--- config.mk ---
export PLATFORM = sky130hd
export DESIGN_NAME = key_debounce_short_long_press
export DESIGN_NICKNAME = d
export VERILOG_FILES = /design/src/rtl/kdslp_pkg.sv /design/src/rtl/kdslp_regs.sv /design/src/rtl/kdslp_lane.sv /design/src/rtl/kdslp_merge.sv /design/src/rtl/key_debounce_short_long_press.sv
export SDC_FILE = /design/constraint.sdc
export NUM_CORES = 1
export LEC_CHECK = 0
export BUFFER_PORTS_ARGS = -buffer_cell sky130_fd_sc_hd__buf_2
export CAP_MARGIN = 30
export CORE_MARGIN = 2
export CORE_UTILIZATION = 63
export DETAILED_ROUTE_END_ITERATION = 12
export HOLD_SLACK_MARGIN = 0.03
export PLACE_DENSITY = 0.82
export SLEW_MARGIN = 20
export SYNTH_ARGS = -nofsm -noshare
export SYNTH_HDL_FRONTEND = slang
export SYNTH_HIERARCHICAL = 1
export SYNTH_SLANG_ARGS = --single-unit
--- constraint.sdc ---
create_clock -name clk -period 7.8 [get_ports clk]
set_input_delay 0.39 -clock clk [delete_from_list [all_inputs] [get_ports clk]]
set_output_delay 0.39 -clock clk [all_outputs]
set_load 0.01 [all_outputs]
--- src/rtl/kdslp_pkg.sv ---
// Shared types and constants for the key debounce and press detector.
`timescale 1ns / 1ps
package kdslp_pkg;

    localparam int NUM_KEYS  = 3;
    localparam int TIME_BITS = 32;
    localparam int HOLD_BITS = 16;
    localparam int DEB_BITS  = 16;
    localparam int KEY_W     = 2;
    localparam int KIND_W    = 2;

    localparam logic [DEB_BITS-1:0] DEBOUNCE_RESET = 16'd30;
    localparam logic [NUM_KEYS-1:0] RELEASE_MASK_RESET = 3'd2;

    // Event codes
    typedef enum logic [KIND_W-1:0] {
        KIND_SHORT   = 2'd0,
        KIND_LONG    = 2'd1,
        KIND_RELEASE = 2'd2
    } evt_kind_t;

    // Register indexes on the configuration port
    typedef enum logic {
        REG_DEBOUNCE     = 1'b0,
        REG_RELEASE_MASK = 1'b1
    } reg_idx_t;

    // One poll sample
    typedef struct packed {
        logic [TIME_BITS-1:0] time_ms;
        logic [NUM_KEYS-1:0]  raw_pressed;
        logic [HOLD_BITS-1:0] hold_ms_key0;
        logic [HOLD_BITS-1:0] hold_ms_key1;
        logic [HOLD_BITS-1:0] hold_ms_key2;
    } sample_t;

    // One result item
    typedef struct packed {
        logic [KEY_W-1:0]  key_index;
        logic [KIND_W-1:0] event_kind;
        logic              last_event;
    } evt_t;

    // What one lane found for the current sample
    typedef struct packed {
        logic      valid;
        evt_kind_t kind;
    } lane_evt_t;

    // Configuration seen by the lanes
    typedef struct packed {
        logic [DEB_BITS-1:0] settle_ms;
        logic [NUM_KEYS-1:0] release_mask;
    } cfg_t;

endpackage

--- src/rtl/kdslp_regs.sv ---
// APB-style configuration registers.
`timescale 1ns / 1ps
module kdslp_regs (
    input  logic              clk,
    input  logic              rst_n,
    input  logic              psel,
    input  logic              penable,
    input  logic              pwrite,
    input  logic [2:0]        paddr,
    input  logic [31:0]       pwdata,
    output logic [31:0]       prdata,
    output logic              pready,
    output kdslp_pkg::cfg_t   cfg
);
    import kdslp_pkg::*;

    logic [DEB_BITS-1:0] debounce_reg;
    logic [NUM_KEYS-1:0] mask_reg;
    logic                wr_en;
    reg_idx_t            idx;

    assign pready = 1'b1;
    assign wr_en  = psel && penable && pwrite;
    assign idx    = reg_idx_t'(paddr[2]);

    // Register write
    always_ff @(posedge clk or negedge rst_n)
    begin
        if (!rst_n)
        begin
            debounce_reg <= DEBOUNCE_RESET;
            mask_reg     <= RELEASE_MASK_RESET;
        end
        else if (wr_en)
        begin
            unique case (idx)
                REG_DEBOUNCE:     debounce_reg <= pwdata[DEB_BITS-1:0];
                REG_RELEASE_MASK: mask_reg     <= pwdata[NUM_KEYS-1:0];
                default: ;
            endcase
        end
    end

    // Read back
    always_comb
    begin
        unique case (idx)
            REG_DEBOUNCE:     prdata = {{(32-DEB_BITS){1'b0}}, debounce_reg};
            REG_RELEASE_MASK: prdata = {{(32-NUM_KEYS){1'b0}}, mask_reg};
            default:          prdata = '0;
        endcase
    end

    assign cfg.settle_ms    = debounce_reg;
    assign cfg.release_mask = mask_reg;

endmodule

--- src/rtl/kdslp_lane.sv ---
// One key lane: debounce, press timing and event decision.
`timescale 1ns / 1ps
module kdslp_lane (
    input  logic                              clk,
    input  logic                              rst_n,
    input  logic                              accept,
    input  logic [kdslp_pkg::TIME_BITS-1:0]   now,
    input  logic                              down,
    input  logic [kdslp_pkg::HOLD_BITS-1:0]   hold_in,
    input  logic [kdslp_pkg::DEB_BITS-1:0]    settle_ms,
    input  logic                              release_en,
    output kdslp_pkg::lane_evt_t              evt
);
    import kdslp_pkg::*;

    logic                 raw_level_reg, raw_level_next;
    logic                 stable_reg, stable_next;
    logic [TIME_BITS-1:0] raw_time_reg, raw_time_next;
    logic [TIME_BITS-1:0] press_time_reg, press_time_next;
    logic [HOLD_BITS-1:0] hold_reg, hold_next;
    logic                 long_done_reg, long_done_next;

    logic [TIME_BITS-1:0] since;
    logic [TIME_BITS-1:0] held;
    logic                 keep;

    // Debounce and press decision for this sample
    always_comb
    begin
        raw_level_next  = raw_level_reg;
        raw_time_next   = raw_time_reg;
        stable_next     = stable_reg;
        press_time_next = press_time_reg;
        hold_next       = hold_reg;
        long_done_next  = long_done_reg;
        evt.valid       = 1'b0;
        evt.kind        = KIND_SHORT;

        if (down != raw_level_reg)
        begin
            raw_level_next = down;
            raw_time_next  = now;
        end
        since = now - raw_time_next;
        held  = now - press_time_reg;
        keep  = (down == stable_reg) ||
                (since < {{(TIME_BITS-DEB_BITS){1'b0}}, settle_ms});

        if (keep)
        begin
            // held key: one long event once the threshold is reached
            if (stable_reg && !long_done_reg &&
                (held >= {{(TIME_BITS-HOLD_BITS){1'b0}}, hold_reg}))
            begin
                long_done_next = 1'b1;
                evt.valid      = 1'b1;
                evt.kind       = KIND_LONG;
            end
        end
        else
        begin
            stable_next = down;
            if (down)
            begin
                press_time_next = now;
                hold_next       = hold_in;
                long_done_next  = 1'b0;
            end
            else if (long_done_reg)
            begin
                evt.valid = release_en;
                evt.kind  = KIND_RELEASE;
            end
            else
            begin
                evt.valid = 1'b1;
                evt.kind  = KIND_SHORT;
            end
        end
    end

    // Key state, updated on each accepted item
    always_ff @(posedge clk or negedge rst_n)
    begin
        if (!rst_n)
        begin
            raw_level_reg  <= 1'b0;
            stable_reg     <= 1'b0;
            raw_time_reg   <= '0;
            press_time_reg <= '0;
            hold_reg       <= '0;
            long_done_reg  <= 1'b0;
        end
        else if (accept)
        begin
            raw_level_reg  <= raw_level_next;
            stable_reg     <= stable_next;
            raw_time_reg   <= raw_time_next;
            press_time_reg <= press_time_next;
            hold_reg       <= hold_next;
            long_done_reg  <= long_done_next;
        end
    end

endmodule

--- src/rtl/kdslp_merge.sv ---
// Merge stage: holds the lane events of one item and sends them one per cycle unless stalled.
`timescale 1ns / 1ps
module kdslp_merge (
    input  logic                                        clk,
    input  logic                                        rst_n,
    input  logic                                        load,
    input  kdslp_pkg::lane_evt_t [kdslp_pkg::NUM_KEYS-1:0] lane_evt,
    output logic                                        take_ok,
    output logic                                        evt_valid,
    input  logic                                        evt_stall,
    output kdslp_pkg::evt_t                             evt
);
    import kdslp_pkg::*;

    logic [NUM_KEYS-1:0] pend_reg;
    evt_kind_t           kind_reg [NUM_KEYS];
    logic                out_valid_reg;
    evt_t                out_reg;

    logic [NUM_KEYS-1:0] low_bit;
    logic [KEY_W-1:0]    low_idx;
    logic                any_pend;
    logic                pop;
    logic                pop_last;
    logic                out_ready;
    logic                found;

    // Lowest pending key goes first
    always_comb
    begin
        low_bit = '0;
        low_idx = '0;
        found   = 1'b0;
        for (int i = 0; i < NUM_KEYS; i++)
        begin
            if (pend_reg[i] && !found)
            begin
                found      = 1'b1;
                low_bit[i] = 1'b1;
                low_idx    = KEY_W'(i);
            end
        end
    end

    assign any_pend  = |pend_reg;
    assign out_ready = !out_valid_reg || !evt_stall;
    assign pop       = any_pend && out_ready;
    assign pop_last  = (pend_reg & ~low_bit) == '0;
    assign take_ok   = !any_pend || (pop && pop_last);

    // Pending events of the current item
    always_ff @(posedge clk or negedge rst_n)
    begin
        if (!rst_n)
        begin
            pend_reg <= '0;
        end
        else if (load)
        begin
            for (int i = 0; i < NUM_KEYS; i++)
            begin
                pend_reg[i] <= lane_evt[i].valid;
            end
        end
        else if (pop)
        begin
            pend_reg <= pend_reg & ~low_bit;
        end
    end

    always_ff @(posedge clk)
    begin
        if (load)
        begin
            for (int i = 0; i < NUM_KEYS; i++)
            begin
                kind_reg[i] <= lane_evt[i].kind;
            end
        end
    end

    // Output register
    always_ff @(posedge clk or negedge rst_n)
    begin
        if (!rst_n)
        begin
            out_valid_reg <= 1'b0;
        end
        else if (out_ready)
        begin
            out_valid_reg <= pop;
        end
    end

    always_ff @(posedge clk)
    begin
        if (pop)
        begin
            out_reg.key_index  <= low_idx;
            out_reg.event_kind <= kind_reg[low_idx];
            out_reg.last_event <= pop_last;
        end
    end

    assign evt_valid = out_valid_reg;
    assign evt       = out_reg;

    // Checks
    a_pop_shows: assert property (@(posedge clk) disable iff (!rst_n)
        pop |=> out_valid_reg)
        else $error("popped event not presented");

    a_keep_rest: assert property (@(posedge clk) disable iff (!rst_n)
        (pop && !pop_last && !load) |=> any_pend)
        else $error("pending events lost");

    a_load_only_free: assert property (@(posedge clk) disable iff (!rst_n)
        (load && any_pend) |-> (pop && pop_last))
        else $error("item loaded over pending events");

endmodule

--- src/rtl/key_debounce_short_long_press.sv ---
// Top level of the three-key debouncer with short and long press events.
// An event is registered in pend_reg, then in the merge output register.
// A new item is accepted only while the merge stage is empty or pops its last event;
//   the single merge output register sends one event per cycle when not stalled.
// Reset: every key released with zero times, debounce time 30 ms, release_event_mask 2.
// All keys are evaluated side by side and updated together at the accept edge.
`timescale 1ns / 1ps
module key_debounce_short_long_press (
    input  logic                 clk,
    input  logic                 rst_n,
    input  logic                 sample_valid,
    output logic                 sample_stall,
    input  kdslp_pkg::sample_t   sample,
    output logic                 evt_valid,
    input  logic                 evt_stall,
    output kdslp_pkg::evt_t      evt,
    input  logic                 psel,
    input  logic                 penable,
    input  logic                 pwrite,
    input  logic [2:0]           paddr,
    input  logic [31:0]          pwdata,
    output logic [31:0]          prdata,
    output logic                 pready
);
    import kdslp_pkg::*;

    cfg_t                           cfg;
    lane_evt_t [NUM_KEYS-1:0]       lane_evt;
    logic [HOLD_BITS-1:0]           hold_in [NUM_KEYS];
    logic                           take_ok;
    logic                           accept;

    assign sample_stall = !take_ok;
    assign accept       = sample_valid && take_ok;

    assign hold_in[0] = sample.hold_ms_key0;
    assign hold_in[1] = sample.hold_ms_key1;
    assign hold_in[2] = sample.hold_ms_key2;

    kdslp_regs u_regs (
        .clk     (clk),
        .rst_n   (rst_n),
        .psel    (psel),
        .penable (penable),
        .pwrite  (pwrite),
        .paddr   (paddr),
        .pwdata  (pwdata),
        .prdata  (prdata),
        .pready  (pready),
        .cfg     (cfg)
    );

    // One lane per key
    for (genvar g = 0; g < NUM_KEYS; g++)
    begin : g_lane
        kdslp_lane u_lane (
            .clk         (clk),
            .rst_n       (rst_n),
            .accept      (accept),
            .now         (sample.time_ms),
            .down        (sample.raw_pressed[g]),
            .hold_in     (hold_in[g]),
            .settle_ms   (cfg.settle_ms),
            .release_en  (cfg.release_mask[g]),
            .evt         (lane_evt[g])
        );
    end

    kdslp_merge u_merge (
        .clk       (clk),
        .rst_n     (rst_n),
        .load      (accept),
        .lane_evt  (lane_evt),
        .take_ok   (take_ok),
        .evt_valid (evt_valid),
        .evt_stall (evt_stall),
        .evt       (evt)
    );

endmodule
==> run_results.csv <==
group,metric,value,unit
yosys,avgSynthCellArea,8.62,um2
worst_setup_path,r2r_cells,26,
clocking,clock_sinks,283,
pwr,p_per_area,475,nW/um2
clocking,cts-root-buf,"clkbuf_16",
die,die-area,45500,um2
clocking,post-cts-setup-buffer-count,0,
placement,placed_cells,3822,
layout,fin_area,30000,um2
sta,hold_ws,47.2,ps
layout,syn2layout_area_growth,8.82,%
pwr,p_leak,13.9,nW
clocking,clock_latency,570,ps
sta,slew_viol_final,0,
hold_path,hold_end,"g_lane[2].u_lane/hold_reg[6]",
hold_path,min_path_type,"in2reg",
layout,n_fill_cell,3534,
yosys,yosys.cell_types.count,105,
sta,fin_crit,6680,ps
yosys,synth-async-reset-ratio,0.961,
yosys,synth_commonest_cells,"inv_1 (273), dfrtp_1 (267), ha_1 (249), nand2_1 (241), a21oi_1 (229)",
placement,gp_congestion,0.975,
grt,grt_pass1_wl,137000,um
grt,grt_antenna_before_repair,6,
yosys,synth_top_area_cell,"dfrtp_1",
clocking,clk_path_buf_depth,3,
layout,instances_no_fill,3903,
die,coreArea,43200,um2
routing,vias_per_cell,6.54,
worst_setup_path,critical_path_required,8240,ps
yosys,synth_top_cell_area_share,0.242,
worst_setup_path,startpoint_type,"flip-flop",
clocking,cts_tree,"yes",
sta,fmax,150,MHz
yosys,syn_inst,3201,
yosys,synth-main-ff-cell,"dfrtp_1",
grt,grtUsageTotal,0.390,
layout,nNetsFinal,3667,
pwr,power,14.2,mW
hold_path,holdPathStages,2,
grt,first_global_vias,24700,
worst_setup_path,arrival,7120,ps
sta,period_share,0.857,
yosys,netlist_area,27600,um2
grt,grt_max_degree,80,
die,die_x,213,um
sta,grt_setup_unrepaired,"false",
die,start_util,0.639,
sta,final.setup.tns,0,ps
hold_path,min-delay-start,"sample[6]",
clocking,cts_buffers,35,
sta,finalHoldViolCount,0,
worst_setup_path,rr_startpoint,"g_lane[0].u_lane/raw_level_reg",
routing,drt_pass1_iterations,8,
clocking,htree_num_levels,2,
yosys,synth-edff-count,11,
routing,wirelength,88100,um
placement,postPlaceCellArea,28600,um2
routing,num_vias,25500,
worst_setup_path,critPathMaxFanout,49,
yosys,yosys_warnings,6,
die,fp.dieH,213,um
placement,port_buffers,129,
clocking,cts_resized,0,
yosys,yosys-top-cells-area,"dfrtp_1 (24%), ha_1 (11%), mux2_2 (5.4%)",
worst_setup_path,crit_type,"reg2reg",
die,ios,165,
worst_setup_path,end_kind,"flip-flop",
sta,finalSetupViolCount,0,
yosys,synth.most_common_cell,"inv_1",
grt,grt_overflow,0,
worst_setup_path,reg2reg_to,"g_lane[0].u_lane/press_time_reg[23]",
outcome,status,"finished, final reports clean",
yosys,ys_seq_area_frac,0.259,
worst_setup_path,worstSetupStartpoint,"g_lane[0].u_lane/raw_level_reg",
sta,max_slew.worst_pin.slew,1050,ps
worst_setup_path,reg2reg_slack,1120,ps
sta,relSlewSlack,0.289,
placement,place_hpwl,64900,um
run,max_cap_viol_count,0,
die,rows,76,
pwr,vdd_ir_drop_max,0.330,mV
routing,routedWlPerCell,22.6,um
routing,ant_nets,0,
routing,drc,0,
clocking,clk_transition_reported_paths,60,ps
routing,dr.first_iter.drc_count,2074,
yosys,synth_seq_cells,283,
sta,skew,17.2,ps
layout,layout-drive-gt1-share,0.138,
==> placed cells by master (no fill, tap or decap), types with 21 or more instances in the layout <==
cell type  netlist  final
nor3_1          52     52
nand3_1         68     68
o21a_1          35     35
o21bai_1        24     24
mux2_4          31     31
nand2b_1        45     45
a21o_1          84     84
mux2_2         133    133
buf_4           24     34
o2111ai_1       21     21
mux2i_1         98     98
nand2_1        241    241
mux2_1          69     69
nor2b_1         69     69
a211oi_1        43     43
nor2_1         160    159
a21oi_1        229    229
and2_1          21     21
buf_2           23    128
clkbuf_16        0     36
a31oi_1         44     44
and3_1          36     36
o21ai_0        166    166
xor2_1          53     52
o211ai_1        27     27
ha_1           249    249
o31ai_1         22     22
xnor2_1         82     81
nand4_1         55     55
inv_1          273    273
dfrtp_1        267    267
==> routing by layer <==
layer	wire, um	global-route usage	up-vias
met5	13	0	-
met4	5160	0.211	2
met3	6370	0.0497	227
met2	39200	0.619	1024
met1	37400	0.520	12400
li1	-	-	11900
==> report_power, final <==
group | switching, mW | total (mW) | internal, mW
clock network | 0.710 | 1.72 | 1.01
logic | 5.72 | 9.78 | 4.07
registers | 0.532 | 2.74 | 2.21
==> critical path: stages (launching register included) <==
cell and delay (ps):
dfrtp_1 470, xnor2_2 520, nand2_1 100, o21ai_0 100, ha_1 410, inv_1 80, ha_1 230, o311ai_1 290
o211ai_1 160, a21oi_2 310, nand2_1 70, o21ai_0 190, a21oi_1 130, a311oi_1 480, ha_1 330, nand4_1 90
nor2_1 60, nor2_1 80, a31o_2 190, o2111ai_1 90, or4_1 410, a2111oi_0 350, and4b_1 280, and3_1 230
a211oi_4 80, buf_4 360, mux2_1 420
==> final cells by class <==
cell class | instances | area (um2) | share of cell area
tap | 585 | 732 | 0.0244
clock inverter | 17 | 186 | 0.00621
clock buffer | 46 | 998 | 0.0333
multi-input combinational | 2516 | 18800 | 0.627
sequential | 283 | 7140 | 0.238
inverter | 275 | 1030 | 0.0344
antenna | 2 | 5.00 | 0.000167
timing repair buffer | 179 | 1100 | 0.0368
==> logic make-up (layout without fill, tap and decap cells) <==
logic type                 count (synthesis)  in the layout  share of synthesized area
and+or+nand+nor                          882            882                      0.166
AOI/OAI and AO/OA                        878            878                      0.210
buffers and inverters                    417            517                     0.0635
muxes                                    331            331                      0.135
DFF                                      283            283                      0.259
adders and majority gates                270            270                      0.122
xor gates and xnor gates                 138            138                     0.0446
other                                      2             19                   0.000272
==> repair_timing <==
item                       in CTS  in global routing
hold endpoints to repair       88                  0
setup endpoints to repair       0                  0
hold buffers                   13                  0
==> per-stage QoR <==
step	util	setup WS [ps]
finish	0.695	1120
global route	0.695	729
CTS	0.694	1190
detailed placement	0.663	1070
global placement	0.663	1160
floorplan	-	1430
==> how the worst max path moves through the flow <==
| stage | end | slack [ps] | depth (start not counted) |
|---|---|---|---|
| 5_1_grt | g_lane[0].u_lane/press_time_reg[25] | 730 | 26 |
| 3_5_place_dp | g_lane[0].u_lane/press_time_reg[23] | 1070 | 27 |
| 4_1_cts | g_lane[0].u_lane/hold_reg[6] | 1190 | 26 |
| 2_1_floorplan | g_lane[0].u_lane/press_time_reg[27] | 1430 | 32 |
| 6_report | g_lane[0].u_lane/press_time_reg[23] | 1120 | 26 |
| 3_3_place_gp | g_lane[0].u_lane/press_time_reg[25] | 1160 | 27 |
(Power assumes the default switching activity.)
